$ cat src/rtl/vrcp_pkg.sv
`default_nettype none
// ----------------------------------------------------------------------------
// vrcp_pkg: shared types and constants for the ring contour point block
// Item structs, the ring coordinate tables and the per-cell slot bundle
// passed from the pipeline to the point emitter.
// ----------------------------------------------------------------------------
package vrcp_pkg;

    localparam int TYPE_BITS = 8;
    localparam int FIELD_BITS = 8;
    localparam int CMP_BITS = (TYPE_BITS < FIELD_BITS) ? TYPE_BITS : FIELD_BITS;
    localparam int RING = 8;

    localparam logic [15:0] COORD_NEG  = 16'd4915;
    localparam logic [15:0] COORD_ZERO = 16'd32768;
    localparam logic [15:0] COORD_POS  = 16'd60621;

    typedef struct packed {
        logic [FIELD_BITS-1:0] center_type;
        logic [FIELD_BITS-1:0] ring_top_left;
        logic [FIELD_BITS-1:0] ring_top;
        logic [FIELD_BITS-1:0] ring_top_right;
        logic [FIELD_BITS-1:0] ring_right;
        logic [FIELD_BITS-1:0] ring_bottom_right;
        logic [FIELD_BITS-1:0] ring_bottom;
        logic [FIELD_BITS-1:0] ring_bottom_left;
        logic [FIELD_BITS-1:0] ring_left;
    } t_in;

    typedef struct packed {
        logic [15:0] point_x;
        logic [15:0] point_y;
        logic [2:0]  ring_index;
        logic [1:0]  line_number;
        logic        last_in_line;
        logic        last_of_cell;
    } t_out;

    // points of one cell in emit order: slot j is rotated ring position j
    typedef struct packed {
        logic [RING-1:0]       mask;
        logic [RING-1:0][2:0]  ridx;
        logic [RING-1:0][1:0]  lab;
        logic [RING-1:0]       lst;
        logic                  rep;
        logic [2:0]            rep_idx;
    } t_cell;

    function automatic logic [15:0] coord_x(input logic [2:0] idx);
        logic [15:0] v;
        case (idx)
            3'd0, 3'd6, 3'd7: v = COORD_NEG;
            3'd1, 3'd5:       v = COORD_ZERO;
            default:          v = COORD_POS;
        endcase
        return v;
    endfunction

    function automatic logic [15:0] coord_y(input logic [2:0] idx);
        logic [15:0] v;
        case (idx)
            3'd0, 3'd1, 3'd2: v = COORD_NEG;
            3'd3, 3'd7:       v = COORD_ZERO;
            default:          v = COORD_POS;
        endcase
        return v;
    endfunction

endpackage
`default_nettype wire

$ cat src/rtl/voxel_ring_contour_points.sv
`default_nettype none
// ----------------------------------------------------------------------------
// voxel_ring_contour_points: border control points of one grid cell
// A cell passes stage 1, stage 2, stage 3, the emitter's slot register and
// its output register; the emitter sends one point per cycle and takes a new
// cell once at most one point is left; busy holds the pipeline meanwhile.
// Results cannot be stalled; each point is shown for one cycle.
// Synchronous active-low reset clears all valid bits; no clearing pass.
// ----------------------------------------------------------------------------
module voxel_ring_contour_points
    import vrcp_pkg::*;
(
    input  wire logic i_clk,
    input  wire logic i_rst_n,
    input  wire logic start,
    output logic      busy,
    input  wire t_in  i_item,
    output logic      o_strobe,
    output t_out      o_result
);

    // stage 1: differ flags
    logic            r_v1;
    logic [RING-1:0] r_diff;
    logic [RING-1:0] n_diff;

    // stage 2: ring walk
    logic                 r_v2;
    logic [RING-1:0]      r_pt;
    logic [RING-1:0][1:0] r_ln;
    logic [2:0]           r_nseg;
    logic [2:0]           r_lstart;
    logic                 r_wrap;
    logic [RING-1:0]      n_pt;
    logic [RING-1:0][1:0] n_ln;
    logic [2:0]           n_nseg;
    logic [2:0]           n_lstart;

    // stage 3: rotated slots
    logic  r_v3;
    t_cell r_cell;
    t_cell n_cell;

    logic ser_ready;
    logic s1_ready;
    logic s2_ready;
    logic s3_ready;
    logic accept;

    assign s3_ready = !r_v3 || ser_ready;
    assign s2_ready = !r_v2 || s3_ready;
    assign s1_ready = !r_v1 || s2_ready;
    assign busy     = !s1_ready;
    assign accept   = start && s1_ready;

    always_comb begin
        logic [CMP_BITS-1:0] c;
        c = i_item.center_type[CMP_BITS-1:0];
        n_diff[0] = i_item.ring_top_left[CMP_BITS-1:0]     != c;
        n_diff[1] = i_item.ring_top[CMP_BITS-1:0]          != c;
        n_diff[2] = i_item.ring_top_right[CMP_BITS-1:0]    != c;
        n_diff[3] = i_item.ring_right[CMP_BITS-1:0]        != c;
        n_diff[4] = i_item.ring_bottom_right[CMP_BITS-1:0] != c;
        n_diff[5] = i_item.ring_bottom[CMP_BITS-1:0]       != c;
        n_diff[6] = i_item.ring_bottom_left[CMP_BITS-1:0]  != c;
        n_diff[7] = i_item.ring_left[CMP_BITS-1:0]         != c;
    end

    always_comb begin
        logic            open;
        logic            keep;
        logic [RING-1:0] dn;
        dn       = {r_diff[0], r_diff[RING-1:1]};
        open     = 1'b0;
        n_pt     = '0;
        n_ln     = '0;
        n_nseg   = 3'd0;
        n_lstart = 3'd0;
        for (int i = 0; i < RING; i++) begin
            keep = ((i % 2) == 0) || !dn[i];
            if (open) begin
                if (r_diff[i]) begin
                    if (keep) begin
                        n_pt[i] = 1'b1;
                        n_ln[i] = 2'(n_nseg - 3'd1);
                    end
                end else if (keep) begin
                    open = 1'b0;
                end
            end else if (r_diff[i] && dn[i]) begin
                n_pt[i]  = 1'b1;
                n_ln[i]  = 2'(n_nseg);
                n_lstart = 3'(i);
                n_nseg   = n_nseg + 3'd1;
                open     = 1'b1;
            end
        end
    end

    always_comb begin
        logic       join_l;
        logic       closed;
        logic [2:0] s;
        logic [2:0] p;
        logic       has_next;
        logic [1:0] nxt_lab;
        join_l   = r_wrap && (r_nseg > 3'd1);
        closed   = r_wrap && (r_nseg == 3'd1);
        s        = join_l ? r_lstart : 3'd0;
        for (int j = 0; j < RING; j++) begin
            p = s + 3'(j);
            n_cell.mask[j] = r_pt[p];
            n_cell.ridx[j] = p;
            n_cell.lab[j]  = (join_l && ({1'b0, r_ln[p]} == r_nseg - 3'd1)) ? 2'd0 : r_ln[p];
        end
        has_next = 1'b0;
        nxt_lab  = 2'd0;
        for (int j = RING - 1; j >= 0; j--) begin
            n_cell.lst[j] = n_cell.mask[j]
                && (has_next ? (n_cell.lab[j] != nxt_lab) : !closed);
            if (n_cell.mask[j]) begin
                has_next = 1'b1;
                nxt_lab  = n_cell.lab[j];
            end
        end
        n_cell.rep     = closed;
        n_cell.rep_idx = r_lstart;
    end

    always_ff @(posedge i_clk) begin
        if (!i_rst_n) begin
            r_v1 <= 1'b0;
            r_v2 <= 1'b0;
            r_v3 <= 1'b0;
        end else begin
            if (s1_ready) begin
                r_v1 <= accept;
            end
            if (s2_ready) begin
                r_v2 <= r_v1;
            end
            if (s3_ready) begin
                r_v3 <= r_v2;
            end
        end
    end

    always_ff @(posedge i_clk) begin
        if (accept) begin
            r_diff <= n_diff;
        end
        if (s2_ready && r_v1) begin
            r_pt     <= n_pt;
            r_ln     <= n_ln;
            r_nseg   <= n_nseg;
            r_lstart <= n_lstart;
            r_wrap   <= r_diff[0] && r_diff[RING-1];
        end
        if (s3_ready && r_v2) begin
            r_cell <= n_cell;
        end
    end

    vrcp_emit u_emit (
        .i_clk    (i_clk),
        .i_rst_n  (i_rst_n),
        .i_load   (r_v3 && ser_ready),
        .i_cell   (r_cell),
        .o_ready  (ser_ready),
        .o_strobe (o_strobe),
        .o_result (o_result)
    );

`ifndef SYNTHESIS
    a_reset_quiet: assert property (@(posedge i_clk) !i_rst_n |=> !o_strobe)
        else $error("strobe after reset");
    a_cell_end_ends_line: assert property (@(posedge i_clk) disable iff (!i_rst_n)
        o_strobe && o_result.last_of_cell |-> o_result.last_in_line)
        else $error("cell ended inside a line");
    a_coord_match: assert property (@(posedge i_clk) disable iff (!i_rst_n)
        o_strobe |-> (o_result.point_x == coord_x(o_result.ring_index))
                  && (o_result.point_y == coord_y(o_result.ring_index)))
        else $error("point coordinate does not match ring index");
    a_busy_held: assert property (@(posedge i_clk) disable iff (!i_rst_n)
        busy |-> r_v1 && r_v2 && r_v3)
        else $error("busy with an empty stage");
`endif

endmodule
`default_nettype wire

$ cat src/rtl/vrcp_emit.sv
`default_nettype none
// ----------------------------------------------------------------------------
// vrcp_emit: point emitter
// Holds one cell's slot set and sends one point per cycle, lowest slot
// first, then the closing repeat point; results leave through a register.
// ----------------------------------------------------------------------------
module vrcp_emit
    import vrcp_pkg::*;
(
    input  wire logic  i_clk,
    input  wire logic  i_rst_n,
    input  wire logic  i_load,
    input  wire t_cell i_cell,
    output logic       o_ready,
    output logic       o_strobe,
    output t_out       o_result
);

    t_cell           r_cell;
    logic [RING-1:0] r_mask;
    logic            r_rep;
    logic            r_strobe;
    t_out            r_result;

    logic [RING-1:0] mask_after;
    logic [RING-1:0] onehot;
    logic [2:0]      sel;
    logic            active;
    logic            remain;
    logic            n_strobe;
    t_out            n_result;

    assign mask_after = r_mask & (r_mask - 8'd1);
    assign onehot     = r_mask & ~(r_mask - 8'd1);
    assign active     = (|r_mask) || r_rep;
    assign remain     = (|r_mask) ? ((|mask_after) || r_rep) : 1'b0;
    assign o_ready    = !remain;

    always_comb begin
        sel = 3'd0;
        for (int j = 0; j < RING; j++) begin
            if (onehot[j]) begin
                sel = 3'(j);
            end
        end
    end

    always_comb begin
        n_strobe = active;
        if (|r_mask) begin
            n_result.ring_index   = r_cell.ridx[sel];
            n_result.line_number  = r_cell.lab[sel];
            n_result.last_in_line = r_cell.lst[sel];
            n_result.last_of_cell = !(|mask_after) && !r_rep;
        end else begin
            n_result.ring_index   = r_cell.rep_idx;
            n_result.line_number  = 2'd0;
            n_result.last_in_line = 1'b1;
            n_result.last_of_cell = 1'b1;
        end
        n_result.point_x = coord_x(n_result.ring_index);
        n_result.point_y = coord_y(n_result.ring_index);
    end

    always_ff @(posedge i_clk) begin
        if (!i_rst_n) begin
            r_mask   <= '0;
            r_rep    <= 1'b0;
            r_strobe <= 1'b0;
        end else begin
            r_strobe <= n_strobe;
            if (i_load) begin
                r_mask <= i_cell.mask;
                r_rep  <= i_cell.rep;
            end else if (|r_mask) begin
                r_mask <= mask_after;
            end else begin
                r_rep <= 1'b0;
            end
        end
    end

    always_ff @(posedge i_clk) begin
        if (i_load) begin
            r_cell <= i_cell;
        end
        r_result <= n_result;
    end

    assign o_strobe = r_strobe;
    assign o_result = r_result;

endmodule
`default_nettype wire
$ cat config.mk
export PLATFORM = sky130hd
export DESIGN_NAME = voxel_ring_contour_points
export DESIGN_NICKNAME = d
export VERILOG_FILES = /design/src/rtl/vrcp_pkg.sv /design/src/rtl/voxel_ring_contour_points.sv /design/src/rtl/vrcp_emit.sv
export SDC_FILE = /design/constraint.sdc
export NUM_CORES = 1
export LEC_CHECK = 0
export ABC_AREA = 1
export BUFFER_PORTS_ARGS = -buffer_cell sky130_fd_sc_hd__buf_4
export CORE_ASPECT_RATIO = 0.5
export CORE_UTILIZATION = 60
export DETAILED_ROUTE_END_ITERATION = 6
export GPL_TIMING_DRIVEN = 1
export MAX_ROUTING_LAYER = met4
export PLACE_DENSITY = 0.92
export SYNTH_ARGS = -nofsm -noshare
export SYNTH_HDL_FRONTEND = slang
export SYNTH_SLANG_ARGS = --single-unit
$ cat constraint.sdc
create_clock -name i_clk -period 9.58 [get_ports i_clk]
set_input_delay 0.958 -clock i_clk [delete_from_list [all_inputs] [get_ports i_clk]]
set_output_delay 0.958 -clock i_clk [all_outputs]
set_load 0.02 [all_outputs]
==> impl_metrics.tcl <==
set metrics [dict create \
    worstPathMaxFanout 6 \
    core_mm2 0.01389 \
    setup_violations 0 \
    grt_first_pass_wirelength_mm 32.49 \
    ys_async_sr_fraction_pct 0 \
    drt_iter0_drc 711 \
    nFillCells 934 \
    worstSetupEndpointType "flop" \
    cts_max_path_buffers 2 \
    setup_repair_after_global_routing_missed_its_margin "false" \
    hpwl_mm 14.48 \
    postSynthCellCount 961 \
    post_route_ant_nets 0 \
    row_count 30 \
    die_w_um 172.8 \
    layout.cells.most_common "nand2_1" \
    cts_root_buffer "clkbuf_16" \
    synthesis.area_per_instance_um2 9.102 \
    period_minus_slack_ns 4.882 \
    fmaxAchievable_ghz 0.2049 \
    cts_resized 0 \
    tightestPinTransition_ns 1.019 \
    synthesis.area_mm2 0.008747 \
    launching_element_type_of_the_critical_path "flop" \
    cts.sink_count 155 \
    antenna_violations_before_repair 0 \
    port-buffer-count 115 \
    cts_htree_levels 4 \
    post_synth_main_area_contributors "edfxtp_1 44%, nand2_1 9.3%, dfxtp_1 6.4%, xnor2_1 5.1%, inv_1 4.4%" \
    clkSlewWorstSetupHoldPaths_ns 0.07 \
    power.ir.vdd_worst_mv 0.1354 \
    via_count_of_the_first_global_routing_pass 6685 \
    synth_enable_flop_cells 127 \
    synth_largest_type_area_fraction_pct 43.60 \
    timing.max_slew.rel_slack_pct 32.01 \
    die-height_um 87.38 \
    drive_gt1_share_pct 19.66 \
    timing.critical_path.arrival_ns 5.07 \
    n_antenna_cell 0 \
    grt_max_degree 51 \
    report.final.slew_viol_count 0 \
    ys_types 52 \
    detailedRoute.firstPassIterationCount 6 \
    top_level_ports 116 \
    synth_largest_area_cell "edfxtp_1" \
    worstSetupPathType "flop to flop" \
    postCtsSetupBuffers 0 \
    hp-class "flop to flop" \
    final.setup.tns_ns 0 \
    cts_made_buffers 17 \
    replace_congestion 0.9322 \
    synth_seq_cells 155 \
    final_net_count 1142 \
    detail_route.wirelength_mm 20.18 \
    initial_core_util_pct 62.98 \
    report.final.hold_viol_count 0 \
    routed_wire_length_per_instance_um 16.08 \
    leakage_nw 4.346 \
    final.setup_skew_ns 0.009683 \
    finalCritPeriodShare_pct 50.96 \
    cp.required_ns 9.77 \
    ctsHoldBuffers 0 \
    tritoncts "yes" \
    area_growth_pct 15.78 \
    ys_dominant_reg_cell "edfxtp_1" \
    die-area_mm2 0.01509 \
    synth_sequential_area_ratio_pct 50.01 \
    vias_per_cell 5.628 \
    gr-total-overflow 0 \
    drv_cap 0 \
    routed-via-count 7063 \
    synthesis.yosys.warnings 0 \
    power.density_mw_per_mm2 166.7 \
    globalRouteTotalUtil_pct 28.78 \
    status "completed" \
    commonest_cells_after_routing_fill_and_taps_aside "216 x nand2_1, 127 x edfxtp_1, 117 x buf_4" \
    clk_latency_ns 0.43 \
    final_core_utilization_pct 72.92 \
    drt_drc_violations_left 0 \
]
through the flow:
step	cell area (um2)	std cells	hold slack, ns	setup slack (ns)	total power, mW
after floorplan	8755	963	0.4003	5.256	0.9600
after global placement	9545	1223	0.4009	5.080	1.025
after detailed placement	9545	1223	0.4045	4.824	1.034
after CTS	10130	1255	0.4157	4.763	1.684
after global routing	10130	1255	0.4247	4.443	1.743
final	10130	1255	0.4134	4.698	1.688
per-layer routing:
metal | share of wire, % | up-vias | track usage (%)
met5 | 0 | - | -
met4 | 3.8 | 0 | 14.00
met3 | 9.3 | 76 | 6.414
met2 | 48 | 444 | 50.26
met1 | 39 | 3183 | 31.91
li1 | - | 3360 | -
report_power, final:
| group | total [mW] | leakage [nW] | switching [mW] | internal, mW |
|---|---|---|---|---|
| sequential | 0.764 | 1.38 | 0.0113 | 0.753 |
| clock | 0.658 | 0.290 | 0.298 | 0.360 |
| combinational | 0.266 | 2.68 | 0.164 | 0.102 |
| total | 1.69 | 4.35 | 0.474 | 1.21 |
kinds of logic (layout without fill, tap and decap cells):
family          after synthesis  after routing  synth area share [%]
fa+ha+maj                    17             17                 2.432
xor+xnor                     83             83                 8.826
compound gates              128            128                 8.625
buf+inv                     171            271                 8.983
other cells                   1              3               0.04287
flops                       155            155                 50.01
mux                           2              2                0.2575
simple gates                404            404                 20.83
cell type report:
cell class                      instances  area (um2)  share of cell area [%]
Multi-Input combinational cell        637        3595                   35.50
Inverter                              122       457.9                   4.522
Clock inverter                         13       127.6                   1.260
Timing Repair Buffer                  117       878.3                   8.673
Tap cell                              192       240.2                   2.372
Sequential cell                       155        4374                   43.19
Clock buffer                           19       454.2                   4.485
sequential cells by signal (all words and copies together), names as in the netlist:
signal and flops:
r_cell 50, r_diff 8, r_ln 13, r_lstart 3, r_nseg 3, r_pt 8
r_v1 1, r_v2 1, r_v3 1, r_wrap 1, u_emit.o_result 15, u_emit.o_strobe 1
u_emit.r_cell 41, u_emit.r_mask 8, u_emit.r_rep 1
critical path: stages, from the launching register on:
cell      delay, ns
edfxtp_1       0.47
nand2_1        0.21
inv_1          0.10
nor2_1         0.13
inv_1          0.09
ha_1           0.26
or2_1          0.29
ha_1           0.29
nor2_1         0.04
nor2_1         0.27
ha_1           0.30
mux2_2         0.31
ha_1           0.29
mux2_2         0.31
ha_1           0.28
o21ai_1        0.20
inv_1          0.12
ha_1           0.21
a32oi_1        0.23
xor2_1         0.20
inv_1          0.07
path summary, 6_finish.rpt:
check	endpoint	cells past startpoint	slack, ns	from
max	r_nseg[2]	20	4.70	r_diff[2]
min	u_emit.r_cell[48]	0	0.41	r_cell[48]
max reg2reg	r_nseg[2]	20	4.70	r_diff[2]
min reg2reg	u_emit.r_cell[48]	0	0.41	r_cell[48]
synth_stat cells (17+ instances only):
master / instances
nand4_1: 20
inv_2: 17
dfxtp_1: 28
o21ai_0: 41
o21ai_1: 25
edfxtp_1: 127
nand3_1: 65
nand2_1: 216
buf_4: 29
xnor2_1: 51
a21oi_1: 21
nor2_1: 64
ha_1: 17
inv_1: 102
xor2_1: 29
(Power assumes the default switching activity.)
